<file path="config.mk">
export PLATFORM = sky130hd
export DESIGN_NAME = stop_and_wait_arq_receiver
export DESIGN_NICKNAME = d
export VERILOG_FILES = /design/src/hw/rtl/sawarq_pkg.sv /design/src/hw/rtl/stop_and_wait_arq_receiver.sv /design/src/hw/rtl/sawarq_decide.sv
export SDC_FILE = /design/constraint.sdc
export NUM_CORES = 1
export LEC_CHECK = 0
export ABC_CLOCK_PERIOD_IN_PS = 14300
export BUFFER_PORTS_ARGS = -buffer_cell sky130_fd_sc_hd__buf_2
export CAP_MARGIN = 20
export CORE_MARGIN = 3
export CORE_UTILIZATION = 60
export CTS_BUF_LIST = sky130_fd_sc_hd__clkbuf_8
export DETAILED_ROUTE_END_ITERATION = 10
export PLACE_DENSITY = 0.81
export SYNTH_ARGS = -nofsm -noshare
export SYNTH_HDL_FRONTEND = slang
export SYNTH_HIERARCHICAL = 1
export SYNTH_SLANG_ARGS = --single-unit
</file>
<file path="constraint.sdc">
create_clock -name clk -period 14.3 [get_ports clk]
set_clock_uncertainty 0.15 [all_clocks]
set_input_delay 0.715 -clock clk [delete_from_list [all_inputs] [get_ports clk]]
set_output_delay 0.715 -clock clk [all_outputs]
set_load 0.01 [all_outputs]
</file>
<file path="src/hw/rtl/sawarq_pkg.sv">
// Shared types and constants for the stop-and-wait ARQ receiver.
// Used by sawarq_decide and stop_and_wait_arq_receiver; no dependencies.
`timescale 1ns / 1ps

package sawarq_pkg;

	localparam int SEQ_BITS = 32;
	localparam int TMO_BITS = 16;
	localparam int CFG_BITS = 2;

	localparam logic [TMO_BITS-1:0] MIN_TIMEOUT_RST  = TMO_BITS'(100);
	localparam logic [TMO_BITS-1:0] MAX_TIMEOUT_RST  = TMO_BITS'(5000);
	localparam logic [TMO_BITS-1:0] INIT_TIMEOUT_RST = TMO_BITS'(500);

	typedef enum logic [1:0] {
		OP_SEGMENT = 2'd0,
		OP_TIMEOUT = 2'd1,
		OP_RESTART = 2'd2
	} op_t;

	typedef enum logic [2:0] {
		T_DATA   = 3'd0,
		T_ACK    = 3'd1,
		T_NAK    = 3'd2,
		T_PING   = 3'd3,
		T_PONG   = 3'd4,
		T_FIN    = 3'd5,
		T_FINACK = 3'd6,
		T_ACKFIN = 3'd7
	} seg_type_t;

	typedef enum logic [CFG_BITS-1:0] {
		REG_MIN_TIMEOUT  = 2'd0,
		REG_MAX_TIMEOUT  = 2'd1,
		REG_INIT_TIMEOUT = 2'd2
	} cfg_reg_t;

	typedef struct packed {
		op_t                 op;
		seg_type_t           seg_type;
		logic                seg_valid;
		logic [31:0]         seq_number;
		logic [31:0]         ack_number;
		logic                buffer_room;
	} item_t;

	typedef struct packed {
		logic                link_up;
		logic [SEQ_BITS-1:0] last_acc;
		logic [SEQ_BITS-1:0] oldest_unacked;
		logic [TMO_BITS-1:0] timeout;
	} state_t;

	typedef struct packed {
		logic [TMO_BITS-1:0] min_timeout;
		logic [TMO_BITS-1:0] max_timeout;
		logic [TMO_BITS-1:0] init_timeout;
	} cfg_t;

	typedef struct packed {
		logic                send_valid;
		seg_type_t           send_type;
		logic [31:0]         send_number;
		logic                deliver_data;
		logic                refused;
		logic                window_advanced;
		logic                nak_seen;
		logic                pong_seen;
		logic                finack_seen;
		logic                connected;
		logic [TMO_BITS-1:0] timeout_ms;
		logic [31:0]         next_unacked;
	} result_t;

endpackage

</file>
<file path="src/hw/rtl/stop_and_wait_arq_receiver.sv">
// Top level of the stop-and-wait ARQ receiver: input register, link state,
// configuration registers and result register. Depends on sawarq_pkg, sawarq_decide.
`timescale 1ns / 1ps

// Usage:
//   Input channel (in_valid/in_ready) carries one transaction per segment,
//   response timeout or restart. Output channel (out_valid/out_ready) returns
//   exactly one result transaction per input transaction, in order.
//   Configuration channel (cfg_valid/cfg_ready, cfg_index, cfg_data) writes
//   min, max and initial timeout; it is always ready. The user must see that it
//   is written while idle; the block does not enforce this. The decision stage
//   works on the input register and its result goes into the result register.
//   Throughput: one transaction per cycle while out_ready does not stall the
//   result, set by the single decision stage between the input register and the
//   result register; link state updates at the same edge the result is registered.
//   Reset: link down, sequence counters zero, timeout 500 ms, bounds 100 and
//   5000 ms. Nothing is pending after reset.
//   Stall: when out_ready is low the result holds; one more transaction is
//   taken into the input register if it is empty, then in_ready drops until the result drains.

module stop_and_wait_arq_receiver import sawarq_pkg::*; (
	input  logic                clk,
	input  logic                arst_n,
	input  logic                in_valid,
	output logic                in_ready,
	input  logic [1:0]          op,
	input  logic [2:0]          seg_type,
	input  logic                seg_valid,
	input  logic [31:0]         seq_number,
	input  logic [31:0]         ack_number,
	input  logic                buffer_room,
	output logic                out_valid,
	input  logic                out_ready,
	output logic                send_valid,
	output logic [2:0]          send_type,
	output logic [31:0]         send_number,
	output logic                deliver_data,
	output logic                refused,
	output logic                window_advanced,
	output logic                nak_seen,
	output logic                pong_seen,
	output logic                finack_seen,
	output logic                connected,
	output logic [TMO_BITS-1:0] timeout_ms,
	output logic [31:0]         next_unacked,
	input  logic                cfg_valid,
	output logic                cfg_ready,
	input  logic [CFG_BITS-1:0] cfg_index,
	input  logic [TMO_BITS-1:0] cfg_data
);

	item_t   item_s1;
	logic    valid_s1;
	result_t res_s2;
	logic    valid_s2;
	state_t  state_q;
	cfg_t    cfg_q;
	state_t  state_next;
	result_t res_next;
	logic    adv_s1;

	assign adv_s1    = valid_s1 && (!valid_s2 || out_ready);
	assign in_ready  = !valid_s1 || adv_s1;
	assign cfg_ready = 1'b1;

	sawarq_decide u_decide (
		.item       (item_s1),
		.state      (state_q),
		.cfg        (cfg_q),
		.state_next (state_next),
		.res        (res_next)
	);

	always_ff @(posedge clk or negedge arst_n) begin
		if (!arst_n) begin
			valid_s1 <= 1'b0;
		end else if (in_ready) begin
			valid_s1 <= in_valid;
		end
	end

	always_ff @(posedge clk) begin
		if (in_valid && in_ready) begin
			item_s1 <= '{op: op_t'(op), seg_type: seg_type_t'(seg_type),
				seg_valid: seg_valid, seq_number: seq_number,
				ack_number: ack_number, buffer_room: buffer_room};
		end
	end

	always_ff @(posedge clk or negedge arst_n) begin
		if (!arst_n) begin
			valid_s2 <= 1'b0;
		end else if (adv_s1) begin
			valid_s2 <= 1'b1;
		end else if (out_ready) begin
			valid_s2 <= 1'b0;
		end
	end

	always_ff @(posedge clk) begin
		if (adv_s1) begin
			res_s2 <= res_next;
		end
	end

	always_ff @(posedge clk or negedge arst_n) begin
		if (!arst_n) begin
			state_q <= '{link_up: 1'b0, last_acc: '0, oldest_unacked: '0,
				timeout: INIT_TIMEOUT_RST};
		end else if (adv_s1) begin
			state_q <= state_next;
		end
	end

	always_ff @(posedge clk or negedge arst_n) begin
		if (!arst_n) begin
			cfg_q <= '{min_timeout: MIN_TIMEOUT_RST, max_timeout: MAX_TIMEOUT_RST,
				init_timeout: INIT_TIMEOUT_RST};
		end else if (cfg_valid && cfg_ready) begin
			case (cfg_reg_t'(cfg_index))
				REG_MIN_TIMEOUT:  cfg_q.min_timeout  <= cfg_data;
				REG_MAX_TIMEOUT:  cfg_q.max_timeout  <= cfg_data;
				REG_INIT_TIMEOUT: cfg_q.init_timeout <= cfg_data;
				default: ;
			endcase
		end
	end

	assign out_valid       = valid_s2;
	assign send_valid      = res_s2.send_valid;
	assign send_type       = res_s2.send_type;
	assign send_number     = res_s2.send_number;
	assign deliver_data    = res_s2.deliver_data;
	assign refused         = res_s2.refused;
	assign window_advanced = res_s2.window_advanced;
	assign nak_seen        = res_s2.nak_seen;
	assign pong_seen       = res_s2.pong_seen;
	assign finack_seen     = res_s2.finack_seen;
	assign connected       = res_s2.connected;
	assign timeout_ms      = res_s2.timeout_ms;
	assign next_unacked    = res_s2.next_unacked;

	a_send_needs_link: assert property (@(posedge clk) disable iff (!arst_n)
		valid_s2 && res_s2.send_valid |-> res_s2.connected)
		else $error("reply issued while link down");

	a_no_reply_zero: assert property (@(posedge clk) disable iff (!arst_n)
		valid_s2 && !res_s2.send_valid |-> res_s2.send_type == T_DATA
			&& res_s2.send_number == 32'd0)
		else $error("reply fields not cleared without reply");

	a_deliver_acks: assert property (@(posedge clk) disable iff (!arst_n)
		valid_s2 && res_s2.deliver_data |-> res_s2.send_valid
			&& res_s2.send_type == T_ACK
			&& 32'(state_q.last_acc) == res_s2.send_number)
		else $error("delivered data not acked or counter not updated");

	a_stall_holds_input: assert property (@(posedge clk) disable iff (!arst_n)
		!in_ready |-> valid_s1 && valid_s2 && !out_ready)
		else $error("input stalled without a blocked result");

endmodule

</file>
<file path="src/hw/rtl/sawarq_decide.sv">
// Per-item decision logic: next link state and result for one transaction.
// Purely combinational; depends on sawarq_pkg.
`timescale 1ns / 1ps

module sawarq_decide import sawarq_pkg::*; (
	input  item_t   item,
	input  state_t  state,
	input  cfg_t    cfg,
	output state_t  state_next,
	output result_t res
);

	logic [SEQ_BITS-1:0] seq;
	logic [SEQ_BITS-1:0] ack;
	logic [TMO_BITS:0]   grow_sum;
	logic [TMO_BITS-1:0] grow_val;
	logic [TMO_BITS-1:0] shrink_diff;
	logic [TMO_BITS-1:0] shrink_val;
	logic [SEQ_BITS-1:0] snum;

	assign seq = SEQ_BITS'(item.seq_number);
	assign ack = SEQ_BITS'(item.ack_number);

	assign grow_sum = {1'b0, state.timeout} + {2'b00, state.timeout[TMO_BITS-1:1]};
	assign grow_val = (grow_sum > {1'b0, cfg.max_timeout}) ? cfg.max_timeout
		: grow_sum[TMO_BITS-1:0];
	assign shrink_diff = state.timeout - {2'b00, state.timeout[TMO_BITS-1:2]};
	assign shrink_val = (shrink_diff < cfg.min_timeout) ? cfg.min_timeout : shrink_diff;

	always_comb begin
		state_next          = state;
		snum                = '0;
		res                 = '0;
		res.send_type       = T_DATA;
		case (item.op)
			OP_TIMEOUT: begin
				state_next.timeout = grow_val;
			end
			OP_RESTART: begin
				state_next.link_up = 1'b1;
				state_next.timeout = cfg.init_timeout;
			end
			OP_SEGMENT: begin
				if (state.link_up) begin
					if (!item.seg_valid) begin
						if (item.seg_type == T_DATA) begin
							res.send_valid = 1'b1;
							res.send_type  = T_NAK;
							snum           = seq;
						end
					end else begin
						state_next.timeout = shrink_val;
						case (item.seg_type)
							T_DATA: begin
								if (!item.buffer_room) begin
									res.refused = 1'b1;
								end else if (state.last_acc + SEQ_BITS'(1) == seq) begin
									res.send_valid     = 1'b1;
									res.send_type      = T_ACK;
									snum               = seq;
									state_next.last_acc = seq;
									res.deliver_data   = 1'b1;
								end else if (state.last_acc == seq) begin
									res.send_valid = 1'b1;
									res.send_type  = T_ACK;
									snum           = seq;
								end
							end
							T_ACK: begin
								if (ack >= state.oldest_unacked) begin
									state_next.oldest_unacked = ack + SEQ_BITS'(1);
									res.window_advanced       = 1'b1;
								end
							end
							T_NAK:    res.nak_seen = (ack == state.oldest_unacked);
							T_PING: begin
								res.send_valid = 1'b1;
								res.send_type  = T_PONG;
							end
							T_PONG:   res.pong_seen = 1'b1;
							T_FIN: begin
								res.send_valid = 1'b1;
								res.send_type  = T_FINACK;
							end
							T_FINACK: res.finack_seen = 1'b1;
							default:  state_next.link_up = 1'b0;
						endcase
					end
				end
			end
			default: ;
		endcase
		res.send_number  = 32'(snum);
		res.connected    = state_next.link_up;
		res.timeout_ms   = state_next.timeout;
		res.next_unacked = 32'(state_next.oldest_unacked);
	end

endmodule
</file>
==> results.sh <==
export IMPL_timing_hold_ws_ps=168
export IMPL_reg2reg_depth=19
export IMPL_slew_violations=0
export IMPL_track_usage_pct=26.2
export IMPL_vdd_ir_drop_worst_mv=0.167
export IMPL_synth_nets=1687
export IMPL_crit_required_ps=14650
export IMPL_wl_um=40700
export IMPL_grt_max_degree=77
export IMPL_grt_pass1_wl_um=65100
export IMPL_drt_initial_drc_count=998
export IMPL_design_core_area_um2=28200
export IMPL_final_common_cell="buf_2"
export IMPL_die_area_um2=31000
export IMPL_power_density_nw_per_um2=189
export IMPL_fp_dieW_um=176
export IMPL_nNetsFinal=1835
export IMPL_hold_violations=0
export IMPL_overflow=0
export IMPL_firstDrtPassIters=5
export IMPL_worstSetupPathType="flip-flop to flip-flop"
export IMPL_ys_flop_type="edfxtp_1"
export IMPL_setup_viol=0
export IMPL_gp_congestion=0.995
export IMPL_drc=0
export IMPL_tritoncts="done"
export IMPL_vias=12300
export IMPL_intPower_w=0.00221
export IMPL_rrSetupSlack_ps=8540
export IMPL_finalCritPeriodShare_pct=40.3
export IMPL_num_fill_cells=2120
export IMPL_reg2reg_to="state_q[7]"
export IMPL_synthArstFlopShare_pct=44.7
export IMPL_ant_nets=0
export IMPL_ys_types=84
export IMPL_power_switching_w=0.00142
export IMPL_seqPwrFrac_pct=32.8
export IMPL_status="finished clean"
export IMPL_total_power_w=0.00363
export IMPL_hpwl_um=29600
export IMPL_syn_area_um2=17400
export IMPL_via_per_inst=5.94
export IMPL_wl_per_cell_um=19.7
export IMPL_cts_buffers=50
export IMPL_cap_violations=0
export IMPL_syn2layout_area_growth_pct=10.5
export IMPL_synth_seq_cells=293
export IMPL_root_buffer="clkbuf_8"
export IMPL_cts_sinks=293
export IMPL_io_buffer_count=186
export IMPL_synth_edf_count=162
export IMPL_tightest_slew_ps=1110
export IMPL_regToRegStartpoint="state_q[2]"
export IMPL_yosysWarnings=6
export IMPL_start_kind="flip-flop"
export IMPL_switching_share_pct=39.1
export IMPL_cts_resized=0
export IMPL_pwr_share_clk_pct=19.9
export IMPL_drive_gt1_share_pct=28.1
export IMPL_antenna_found_initial=1
export IMPL_min_period_ps=5760
export IMPL_htree_levels=2
export IMPL_ys_seq_area_share_pct=47.1
export IMPL_leakage_nw=8.43
export IMPL_final_cell_mix="185 x buf_2, 162 x edfxtp_1, 140 x mux2_2"
export IMPL_min_path_cells=1
export IMPL_fin_setup_tns_ps=0
export IMPL_start_util_pct=61.6
export IMPL_path_clk_slew_ps=60
export IMPL_worst_slew_margin_rel_pct=26.1
export IMPL_cts_buffer_depth=3
export IMPL_clk_latency_ps=570
export IMPL_worst_slack_ps=8540
export IMPL_io_pins=188
export IMPL_rsz0062_at_grt="no"
export IMPL_grt_pass1_vias=12700
export IMPL_pre_cts_slack_ps=8670
export IMPL_synth_avg_cell_area_um2=11.6
export IMPL_startpoint="state_q[2]"
export IMPL_syn_inst=1496
export IMPL_hold_class="input port to flip-flop"
export IMPL_combPwrFrac_pct=47.3
export IMPL_crit_arrival_ps=6110
export IMPL_crit_path_end_kind="flip-flop"
export IMPL_die_h_um=176
export IMPL_num_rows=61
export IMPL_hp_start="seq_number[12]"
export IMPL_fmax_mhz=173
export IMPL_crit_fanout=15
export IMPL_hold_end="item_s1[45]"
## through the flow
| stage | cells | util, % | area, um2 |
|---|---|---|---|
| final | 2064 | 68.1 | 19200 |
| after floorplan | 1496 | - | 17400 |
| after global placement | 1969 | 64.6 | 18200 |
| after CTS | 2063 | 68.1 | 19200 |
| after global routing | 2064 | 68.1 | 19200 |
| after detailed placement | 1969 | 64.6 | 18200 |
## kinds of logic (layout without fill, tap and decap cells)
logic type                 after synthesis  in the layout  synth area share (%)
AOI/OAI and AO/OA                      203            203                  8.13
and+or+nand+nor                        385            385                  12.1
buffers and inverters                  200            389                  6.00
other                                    1              2                0.0216
DFF                                    293            293                  47.1
muxes                                  222            222                  14.8
adders and majority gates               97             97                  7.08
xor gates and xnor gates                95             95                  4.88
## routing by layer
metal / part of all wire [%] / track usage (%)
met1: 41 / 32.7
met2: 50 / 45.0
met3: 5.9 / 4.73
met4: 3.8 / 10.9
met5: 0 / 0
## power by group through the flow
stage                     logic [W]  clock network (W)  registers, W
after floorplan             0.00133                  0       0.00118
after global placement      0.00162                  0       0.00120
after detailed placement    0.00168                  0       0.00120
after CTS                   0.00169           0.000741       0.00119
after global routing        0.00190           0.000778       0.00121
final                       0.00172           0.000723       0.00119
## worst max-delay path, cell delays in order, from the launching register on
cell and delay [ps]:
dfstp_2 600, inv_1 80, fa_1 440, nand2b_1 180
a21boi_0 270, o21ai_0 160, a21oi_1 360, a21oi_1 160
o21ai_0 500, xnor2_1 130, ha_1 310, nand2_1 70
or3_1 400, o22a_1 190, o22a_1 230, a21oi_1 190
buf_4 320, mux2_2 370, a221o_1 330, mux2_2 260
## synth_stat cells, drive strengths merged, types with 11 or more instances
master,number,area (um2)
nand2,68,258
mux2,170,2030
nand4,35,225
a21oi,51,259
xor2,46,403
nor4,17,106
nor2,61,229
inv,100,375
clkbuf,24,100
ha,95,1190
xnor2,48,420
mux2i,51,510
and2,41,257
nand2b,20,125
nand3,46,230
dfrtp,111,2780
a21o,22,165
buf,76,566
and3,17,106
nor2b,11,68.8
nor3,24,120
dfstp,20,526
o21ai,29,145
edfxtp,162,4860
## how the worst max path moves through the flow
stage	depth (start not counted)	endpoint	slack (ps)
floorplan	19	state_q[15]	8930
global placement	19	state_q[7]	8880
detailed placement	19	state_q[7]	8670
CTS	19	state_q[7]	8660
global route	20	state_q[7]	8250
finish	19	state_q[7]	8540
## layout make-up
| class | instances | area [um2] | share of cell area [%] |
|---|---|---|---|
| diodes | 1 | 2.50 | 0.0131 |
| clock buffers | 57 | 785 | 4.09 |
| clock inverters | 36 | 184 | 0.959 |
| inverters | 100 | 378 | 1.97 |
| multi-input cells | 1003 | 8170 | 42.6 |
| flip-flops and latches | 293 | 8170 | 42.6 |
| well taps | 378 | 473 | 2.47 |
| repair buffers | 196 | 1010 | 5.29 |
## state kept, by name (all words and copies together), names as in the netlist
name             count
state_q             81
item_s1             71
nak_seen             1
connected            1
send_number         32
timeout_ms          16
window_advanced      1
finack_seen          1
out_valid            1
pong_seen            1
valid_s1             1
refused              1
send_valid           1
send_type            3
deliver_data         1
next_unacked        32
cfg_q               48
## what timing repair did
| action | in CTS | in global routing |
|---|---|---|
| endpoints found under the hold margin | 55 | 0 |
| hold buffers | 1 | 0 |
| buffers inserted | 0 | 0 |
Power figures use the tool's default switching activity.
